### src/design/owvcs_pkg.sv
// Shared types and constants for the one-wire voice command sender.
// Holds the request/result structs, request kinds, register indexes and timing constants.
// No dependencies.
package owvcs_pkg;

  // Queue sizing
  localparam int MAX_SEGMENTS = 32;
  localparam int QCNT_W       = 6;
  localparam int SEG_IDX_W    = (MAX_SEGMENTS > 1) ? $clog2(MAX_SEGMENTS) : 1;
  localparam logic [QCNT_W-1:0] MAX_SEG_C = QCNT_W'(MAX_SEGMENTS);

  // Protocol bytes
  localparam logic [7:0] FRAME_HEAD_BYTE = 8'hFE;
  localparam logic [7:0] SEG_CMD_BYTE    = 8'hF3;

  // Pulse timing, in ticks
  localparam logic [8:0]  START_TICKS    = 9'd27;
  localparam logic [8:0]  BYTE_GAP_TICKS = 9'd10;
  localparam logic [8:0]  FRAME_GAP_TICKS = 9'd333;
  localparam logic [8:0]  LONG_TICKS     = 9'd3;
  localparam logic [8:0]  SHORT_TICKS    = 9'd1;
  localparam logic [10:0] PLAY_END_TICKS = 11'd1500;

  // Request kinds
  typedef enum logic [1:0] {
    KIND_TICK      = 2'd0,
    KIND_QUEUE     = 2'd1,
    KIND_START_FRM = 2'd2,
    KIND_START_RAW = 2'd3
  } kind_t;

  // Configuration register indexes
  localparam int CFG_IDX_W = 1;
  localparam logic [CFG_IDX_W-1:0] CFG_VOICE_ENABLE    = 1'd0;
  localparam logic [CFG_IDX_W-1:0] CFG_LANGUAGE_OFFSET = 1'd1;
  localparam int CFG_DATA_W = 8;

  typedef struct packed {
    kind_t      kind;
    logic [7:0] segment;
    logic       use_language;
    logic       quiet_context;
    logic       busy_pin;
  } in_item_t;

  typedef struct packed {
    logic data_line;
    logic sending;
    logic play_end;
    logic accepted;
  } out_item_t;

endpackage

### src/design/one_wire_voice_command_sender.sv
// One-wire voice command sender: top level, request decode, transmitter and result register.
// Depends on owvcs_pkg.
//
// Each request (a tick, a segment push, a frame start or a raw command start) is
// handled in the cycle it is accepted: all state updates in one pass of logic, and
// the result is captured in an output register at the end of that cycle. The block takes one
// request per clock while the result side keeps up; the output register is the
// only place a request waits, so in_stall is high only while a result is held by
// out_stall. Line timing counts in ticks (kind 0 requests), not clocks: 27-tick
// start pulse, 4 ticks per bit, 10-tick byte gap and 333-tick gap after a frame.
// The segment queue holds 32 entries; reading an entry never pushed is undefined.
module one_wire_voice_command_sender (
  input  logic                                clk,
  input  logic                                rst_n,
  input  logic                                in_valid,
  output logic                                in_stall,
  input  owvcs_pkg::in_item_t                 in_data,
  output logic                                out_valid,
  input  logic                                out_stall,
  output owvcs_pkg::out_item_t                out_data,
  input  logic                                cfg_we,
  input  logic [owvcs_pkg::CFG_IDX_W-1:0]     cfg_index,
  input  logic [owvcs_pkg::CFG_DATA_W-1:0]    cfg_wdata
);

  typedef enum logic [2:0] {
    PH_IDLE  = 3'd0,
    PH_START = 3'd1,
    PH_DATA  = 3'd2,
    PH_END   = 3'd3,
    PH_NEXT  = 3'd4
  } phase_t;

  // Configuration
  logic       voice_en_r;
  logic [7:0] lang_ofs_r;

  // Segment queue (no reset: entries are read only after being pushed)
  logic [7:0] seg_store_r [owvcs_pkg::MAX_SEGMENTS];

  // Sender state
  logic [owvcs_pkg::QCNT_W-1:0] q_cnt_r, q_cnt_nxt;
  logic [owvcs_pkg::QCNT_W-1:0] frm_segs_r, frm_segs_nxt;
  logic        raw_mode_r, raw_mode_nxt;
  logic [7:0]  raw_byte_r, raw_byte_nxt;
  logic        lang_app_r, lang_app_nxt;
  phase_t      phase_r, phase_nxt;
  logic [8:0]  tick_r, tick_nxt;
  logic [3:0]  bit_idx_r, bit_idx_nxt;
  logic [7:0]  shift_r, shift_nxt;
  logic [6:0]  byte_idx_r, byte_idx_nxt;
  logic        line_r, line_nxt;
  logic [10:0] end_cnt_r, end_cnt_nxt;
  logic        end_flag_r, end_flag_nxt;

  // Result register
  logic                 out_valid_r;
  owvcs_pkg::out_item_t out_data_r;
  owvcs_pkg::out_item_t res_nxt;

  logic in_acc;
  logic push_we;

  // Helper terms
  logic                         blocked;
  logic                         is_sending;
  logic [8:0]                   tick_dec;
  logic [3:0]                   bit_idx_inc;
  logic [6:0]                   byte_idx_inc;
  logic [6:0]                   total_bytes;
  logic [owvcs_pkg::QCNT_W-1:0] seg_k;
  logic [7:0]                   seg_val;
  logic [7:0]                   frame_byte;

  // Handshake: the output register is the only place a request can wait
  assign in_stall = out_valid_r && out_stall;
  assign in_acc   = in_valid && !in_stall;
  assign out_valid = out_valid_r;
  assign out_data  = out_data_r;

  assign blocked    = !voice_en_r && in_data.quiet_context;
  assign is_sending = (phase_r == PH_START) || (phase_r == PH_DATA) ||
                      (phase_r == PH_END)   || (phase_r == PH_NEXT);
  assign push_we    = in_acc && (in_data.kind == owvcs_pkg::KIND_QUEUE) &&
                      !is_sending && (q_cnt_r < owvcs_pkg::MAX_SEG_C);

  // Tick arithmetic
  assign tick_dec     = (tick_r != 9'd0) ? (tick_r - 9'd1) : 9'd0;
  assign bit_idx_inc  = bit_idx_r + 4'd1;
  assign byte_idx_inc = byte_idx_r + 7'd1;
  assign total_bytes  = raw_mode_r ? 7'd1 : {frm_segs_r, 1'b1};

  // Byte to send at the current byte position
  assign seg_k = byte_idx_r[6:1] - 6'd1;
  always_comb begin
    seg_val = 8'd0;
    if (seg_k < owvcs_pkg::MAX_SEG_C) begin
      seg_val = seg_store_r[seg_k[owvcs_pkg::SEG_IDX_W-1:0]];
    end
    if (lang_app_r) begin
      seg_val = seg_val + lang_ofs_r;
    end
  end

  always_comb begin
    if (raw_mode_r) begin
      frame_byte = raw_byte_r;
    end else if (byte_idx_r == 7'd0) begin
      frame_byte = owvcs_pkg::FRAME_HEAD_BYTE;
    end else if (byte_idx_r[0]) begin
      frame_byte = owvcs_pkg::SEG_CMD_BYTE;
    end else begin
      frame_byte = seg_val;
    end
  end

  // Next state for one request
  always_comb begin
    q_cnt_nxt    = q_cnt_r;
    frm_segs_nxt = frm_segs_r;
    raw_mode_nxt = raw_mode_r;
    raw_byte_nxt = raw_byte_r;
    lang_app_nxt = lang_app_r;
    phase_nxt    = phase_r;
    tick_nxt     = tick_r;
    bit_idx_nxt  = bit_idx_r;
    shift_nxt    = shift_r;
    byte_idx_nxt = byte_idx_r;
    line_nxt     = line_r;
    end_cnt_nxt  = end_cnt_r;
    end_flag_nxt = end_flag_r;
    res_nxt.accepted = 1'b0;

    case (in_data.kind)
      owvcs_pkg::KIND_TICK: begin
        tick_nxt = tick_dec;
        if (tick_dec == 9'd0) begin
          case (phase_r)
            PH_START: begin
              line_nxt  = 1'b0;
              tick_nxt  = owvcs_pkg::START_TICKS;
              phase_nxt = PH_DATA;
              shift_nxt = frame_byte;
            end
            PH_DATA: begin
              if (!line_r) begin
                line_nxt = 1'b1;
                tick_nxt = shift_r[0] ? owvcs_pkg::LONG_TICKS : owvcs_pkg::SHORT_TICKS;
              end else begin
                line_nxt    = 1'b0;
                tick_nxt    = shift_r[0] ? owvcs_pkg::SHORT_TICKS : owvcs_pkg::LONG_TICKS;
                shift_nxt   = {1'b0, shift_r[7:1]};
                bit_idx_nxt = bit_idx_inc;
                if (bit_idx_inc >= 4'd8) begin
                  phase_nxt = PH_END;
                end
              end
            end
            PH_END: begin
              line_nxt     = 1'b1;
              byte_idx_nxt = byte_idx_inc;
              if (byte_idx_inc < total_bytes) begin
                phase_nxt = PH_NEXT;
                tick_nxt  = owvcs_pkg::BYTE_GAP_TICKS;
              end else begin
                phase_nxt = PH_IDLE;
                tick_nxt  = owvcs_pkg::FRAME_GAP_TICKS;
              end
            end
            PH_NEXT: begin
              phase_nxt   = PH_START;
              bit_idx_nxt = 4'd0;
            end
            default: begin
              // Idle: watch the busy pin for end of playback
              line_nxt = 1'b1;
              if (in_data.busy_pin) begin
                if (end_cnt_r < owvcs_pkg::PLAY_END_TICKS) begin
                  end_cnt_nxt = end_cnt_r + 11'd1;
                end else begin
                  end_flag_nxt = 1'b1;
                end
              end else begin
                end_cnt_nxt  = 11'd0;
                end_flag_nxt = 1'b0;
              end
            end
          endcase
        end
      end
      owvcs_pkg::KIND_QUEUE: begin
        if (!is_sending && (q_cnt_r < owvcs_pkg::MAX_SEG_C)) begin
          q_cnt_nxt        = q_cnt_r + 6'd1;
          res_nxt.accepted = 1'b1;
        end
      end
      default: begin
        // Frame or raw start
        if (!blocked) begin
          if (in_data.kind == owvcs_pkg::KIND_START_FRM) begin
            raw_mode_nxt = 1'b0;
            frm_segs_nxt = q_cnt_r;
            q_cnt_nxt    = '0;
            lang_app_nxt = in_data.use_language;
          end else begin
            raw_mode_nxt = 1'b1;
            raw_byte_nxt = in_data.segment;
          end
          byte_idx_nxt     = 7'd0;
          bit_idx_nxt      = 4'd0;
          phase_nxt        = PH_START;
          end_cnt_nxt      = 11'd0;
          end_flag_nxt     = 1'b0;
          res_nxt.accepted = 1'b1;
        end
      end
    endcase

    res_nxt.data_line = line_nxt;
    res_nxt.sending   = (phase_nxt == PH_START) || (phase_nxt == PH_DATA) ||
                        (phase_nxt == PH_END)   || (phase_nxt == PH_NEXT);
    res_nxt.play_end  = end_flag_nxt;
  end

  // Segment queue write
  always_ff @(posedge clk) begin
    if (push_we) begin
      seg_store_r[q_cnt_r[owvcs_pkg::SEG_IDX_W-1:0]] <= in_data.segment;
    end
  end

  // Result payload
  always_ff @(posedge clk) begin
    if (in_acc) begin
      out_data_r <= res_nxt;
    end
  end

  // Control state, configuration and result valid
  always_ff @(posedge clk) begin
    if (!rst_n) begin
      voice_en_r  <= 1'b1;
      lang_ofs_r  <= 8'd0;
      q_cnt_r     <= '0;
      frm_segs_r  <= '0;
      raw_mode_r  <= 1'b0;
      raw_byte_r  <= 8'd0;
      lang_app_r  <= 1'b0;
      phase_r     <= PH_IDLE;
      tick_r      <= 9'd0;
      bit_idx_r   <= 4'd0;
      shift_r     <= 8'd0;
      byte_idx_r  <= 7'd0;
      line_r      <= 1'b1;
      end_cnt_r   <= 11'd0;
      end_flag_r  <= 1'b0;
      out_valid_r <= 1'b0;
    end else begin
      if (cfg_we) begin
        case (cfg_index)
          owvcs_pkg::CFG_VOICE_ENABLE:    voice_en_r <= cfg_wdata[0];
          owvcs_pkg::CFG_LANGUAGE_OFFSET: lang_ofs_r <= cfg_wdata[7:0];
          default: ;
        endcase
      end
      if (in_acc) begin
        q_cnt_r    <= q_cnt_nxt;
        frm_segs_r <= frm_segs_nxt;
        raw_mode_r <= raw_mode_nxt;
        raw_byte_r <= raw_byte_nxt;
        lang_app_r <= lang_app_nxt;
        phase_r    <= phase_nxt;
        tick_r     <= tick_nxt;
        bit_idx_r  <= bit_idx_nxt;
        shift_r    <= shift_nxt;
        byte_idx_r <= byte_idx_nxt;
        line_r     <= line_nxt;
        end_cnt_r  <= end_cnt_nxt;
        end_flag_r <= end_flag_nxt;
      end
      if (in_acc) begin
        out_valid_r <= 1'b1;
      end else if (!out_stall) begin
        out_valid_r <= 1'b0;
      end
    end
  end

endmodule

### config.mk
export PLATFORM = sky130hd
export DESIGN_NAME = one_wire_voice_command_sender
export DESIGN_NICKNAME = d
export VERILOG_FILES = /design/src/design/owvcs_pkg.sv /design/src/design/one_wire_voice_command_sender.sv
export SDC_FILE = /design/constraint.sdc
export NUM_CORES = 1
export LEC_CHECK = 0
export BUFFER_PORTS_ARGS = -buffer_cell sky130_fd_sc_hd__buf_2
export CORE_MARGIN = 1
export CORE_UTILIZATION = 45
export DETAILED_ROUTE_END_ITERATION = 10
export GPL_TIMING_DRIVEN = 0
export PLACE_DENSITY = 0.61
export SETUP_SLACK_MARGIN = 0.4
export SKIP_LAST_GASP = 1
export SYNTH_ARGS = -nofsm -noshare
export SYNTH_HDL_FRONTEND = slang
export SYNTH_SLANG_ARGS = --single-unit
### constraint.sdc
create_clock -name clk -period 8.45 [get_ports clk]
set_input_delay 0.845 -clock clk [delete_from_list [all_inputs] [get_ports clk]]
set_output_delay 0.845 -clock clk [all_outputs]
set_load 0.02 [all_outputs]
==> flow_metrics.env <==
export IMPL_grt_pass1_vias=8890
export IMPL_setup_viol=0
export IMPL_synth_common_cells="260 x edfxtp_1, 89 x nor2_1, 80 x mux4_2"
export IMPL_final_net_count=1153
export IMPL_seqCellArea_um2=9330
export IMPL_finalPower_mw=3.57
export IMPL_post_cts_resized=0
export IMPL_portBuffers=30
export IMPL_fill_cells=2720
export IMPL_drv_cap=0
export IMPL_grt_pass1_wl_um=51800
export IMPL_placeableCoreArea_um2=31900
export IMPL_crit_type="reg2reg"
export IMPL_rsz0062_at_grt="false"
export IMPL_tns_ns=0
export IMPL_grtUsageTotal_pct=20.7
export IMPL_yosys_area_top_type_share_pct=52.9
export IMPL_maxSlewViolCount=0
export IMPL_power_density_nw_per_um2=214
export IMPL_p_leak_nw=5.29
export IMPL_holdBufCountCts=0
export IMPL_synth_warnings=0
export IMPL_ant_nets=0
export IMPL_grt_start_max_net_pins=34
export IMPL_hp_class="reg2reg"
export IMPL_fin_skew_ns=0.0164
export IMPL_antennaDiodeCount=0
export IMPL_peakVddDrop_v=0.000188
export IMPL_fp_dieW_um=183
export IMPL_overflow=0
export IMPL_clk_insertion_delay_late_ns=0.54
export IMPL_rows=65
export IMPL_vias_per_cell=5.75
export IMPL_fin_crit_sh_pct=88.3
export IMPL_ys_ff_latch=336
export IMPL_cts_sinks=336
export IMPL_cts_tree="yes"
export IMPL_yosys_area_top_type="edfxtp_1"
export IMPL_critical_path_required_ns=8.85
export IMPL_worstPathArrival_ns=7.87
export IMPL_async_flop_share_pct=0
export IMPL_slew_headroom_pct=19.7
export IMPL_htreeDepth=2
export IMPL_synth_nets=1083
export IMPL_cts_root_buffer="clkbuf_16"
export IMPL_pin_count=33
export IMPL_final_hold_viol_count=0
export IMPL_worstPathMaxFanout=10
export IMPL_drc=0
export IMPL_start_util_pct=46.3
export IMPL_vias=8985
export IMPL_whs_ns=0.460
export IMPL_cts_buffer_depth=3
export IMPL_drt_iter0_drc=644
export IMPL_synth_area_leaders="edfxtp_1 53%, mux4_2 12%, dfxtp_1 10%"
export IMPL_drt_total_wl_um=34000
export IMPL_wl_per_cell_um=21.8
export IMPL_synth_edf_count=260
export IMPL_area_growth_pct=12.8
export IMPL_postSynthAreaPerCell_um2=14.3
export IMPL_crit_path_start_kind="flip-flop"
export IMPL_dieArea_um2=33500
export IMPL_synth_seq_area_share_pct=63.2
export IMPL_firstDrtPassIters=5
export IMPL_numCtsBuffers=37
export IMPL_max_freq_mhz=134
export IMPL_multi_input_area_um2=5100
export IMPL_clkTransAtPathRegs_ns=0.06
export IMPL_synth_flop_cell="edfxtp_1"
export IMPL_syn_inst=1028
export IMPL_drive_gt1_share_pct=17.7
export IMPL_hpwl_um=23400
export IMPL_gp_congestion=0.846
export IMPL_outcome="completed"
export IMPL_grt_antenna_before_repair=0
export IMPL_cts_setup_buffers=0
export IMPL_synth_most_common_cell="edfxtp_1"
export IMPL_fin_util_pct=52.2
export IMPL_die_h_um=183
export IMPL_endpoint_kind="flip-flop"
export IMPL_period_needed_ns=7.46
export IMPL_tightest_slew_ns=1.21
export IMPL_synth_cell_types=71
export IMPL_syn_area_um2=14800
==> cell families after synthesis <==
| group | after synthesis | share of synthesized area [%] |
|---|---|---|
| AO/OA/AOI/OAI | 164 | 7.14 |
| adder cells (fa/ha/maj) | 28 | 2.43 |
| AND/OR/NAND/NOR | 297 | 9.93 |
| XOR/XNOR | 22 | 1.31 |
| buffers and inverters | 79 | 2.22 |
| multiplexers | 102 | 13.7 |
| flip-flops | 336 | 63.2 |
==> power by group <==
group	internal, mW	switching [mW]	total, mW
Combinational	0.0576	0.136	0.194
Sequential	1.79	0.0101	1.80
Clock	0.915	0.660	1.57
Total	2.76	0.806	3.57
==> sequential cells by signal, summed over array words and instances (netlist names), 7 cells and up <==
signal and count:
lang_ofs_r 8, shift_r 8, tick_r 9, byte_idx_r 7
raw_byte_r 8, end_cnt_r 11, seg_store_r 256
==> cell type report <==
| class | count | share of cell area (%) |
|---|---|---|
| Sequential cell | 336 | 56.1 |
| Inverter | 27 | 0.609 |
| Tap cell | 435 | 3.27 |
| Buffer | 52 | 1.36 |
| Clock buffer | 49 | 6.09 |
| Timing Repair Buffer | 31 | 0.932 |
| Multi-Input combinational cell | 613 | 30.7 |
| Clock inverter | 19 | 1.03 |
==> path summary, 6_finish.rpt <==
kind | from | end | slack [ns] | depth (start not counted)
setup / recovery | byte_idx_r[1] | shift_r[6] | 0.99 | 20
hold / removal | frm_segs_r[3] | frm_segs_r[3] | 0.46 | 2
setup reg to reg | byte_idx_r[1] | shift_r[6] | 0.99 | 20
hold reg to reg | frm_segs_r[3] | frm_segs_r[3] | 0.46 | 2
==> per-stage QoR <==
step	std cells	setup slack [ns]	cell area (um^2)
CTS	1562	0.886	16600
detailed placement	1494	0.930	15500
global placement	1493	0.983	15400
floorplan	1028	3.19	14800
finish	1562	0.986	16600
global route	1562	0.483	16600
==> critical path, stage by stage (launching register included) <==
cell      delay, ns
dfxtp_1        0.37
clkbuf_1       0.19
buf_2          0.41
buf_1          0.84
inv_1          0.22
ha_1           0.34
clkbuf_1       0.45
clkbuf_1       0.72
clkbuf_1       0.73
mux4_2         0.41
mux4_2         0.56
mux2i_1        0.29
nor2_1         0.10
ha_1           0.33
nor2b_1        0.14
o21ai_0        0.21
a21boi_0       0.16
o21a_1         0.21
or3_1          0.31
a21oi_1        0.22
o32ai_1        0.10
==> metal layers <==
metal / routed length, um / vias up / track usage, %
li1: - / 4130 / -
met5: 0 / - / 0
met3: 1750 / 66 / 3.38
met2: 16200 / 258 / 33.6
met1: 14900 / 4531 / 27.9
met4: 1150 / 0 / 8.37
==> placed cells by master, fill, tap and decap left out, types with 8 or more instances in the layout <==
cell type,instances
a21oi_1,53
clkbuf_16,39
a31oi_1,8
nand2_1,75
xnor2_1,15
inv_1,26
ha_1,27
clkbuf_1,44
or3_1,13
nand3_1,29
nor2_1,89
clkinv_2,9
nor3_1,19
edfxtp_1,260
mux2i_1,19
nor2b_1,14
nor4_1,10
o21ai_0,42
mux4_2,80
dfxtp_1,76
buf_2,41
(Power assumes the default switching activity.)
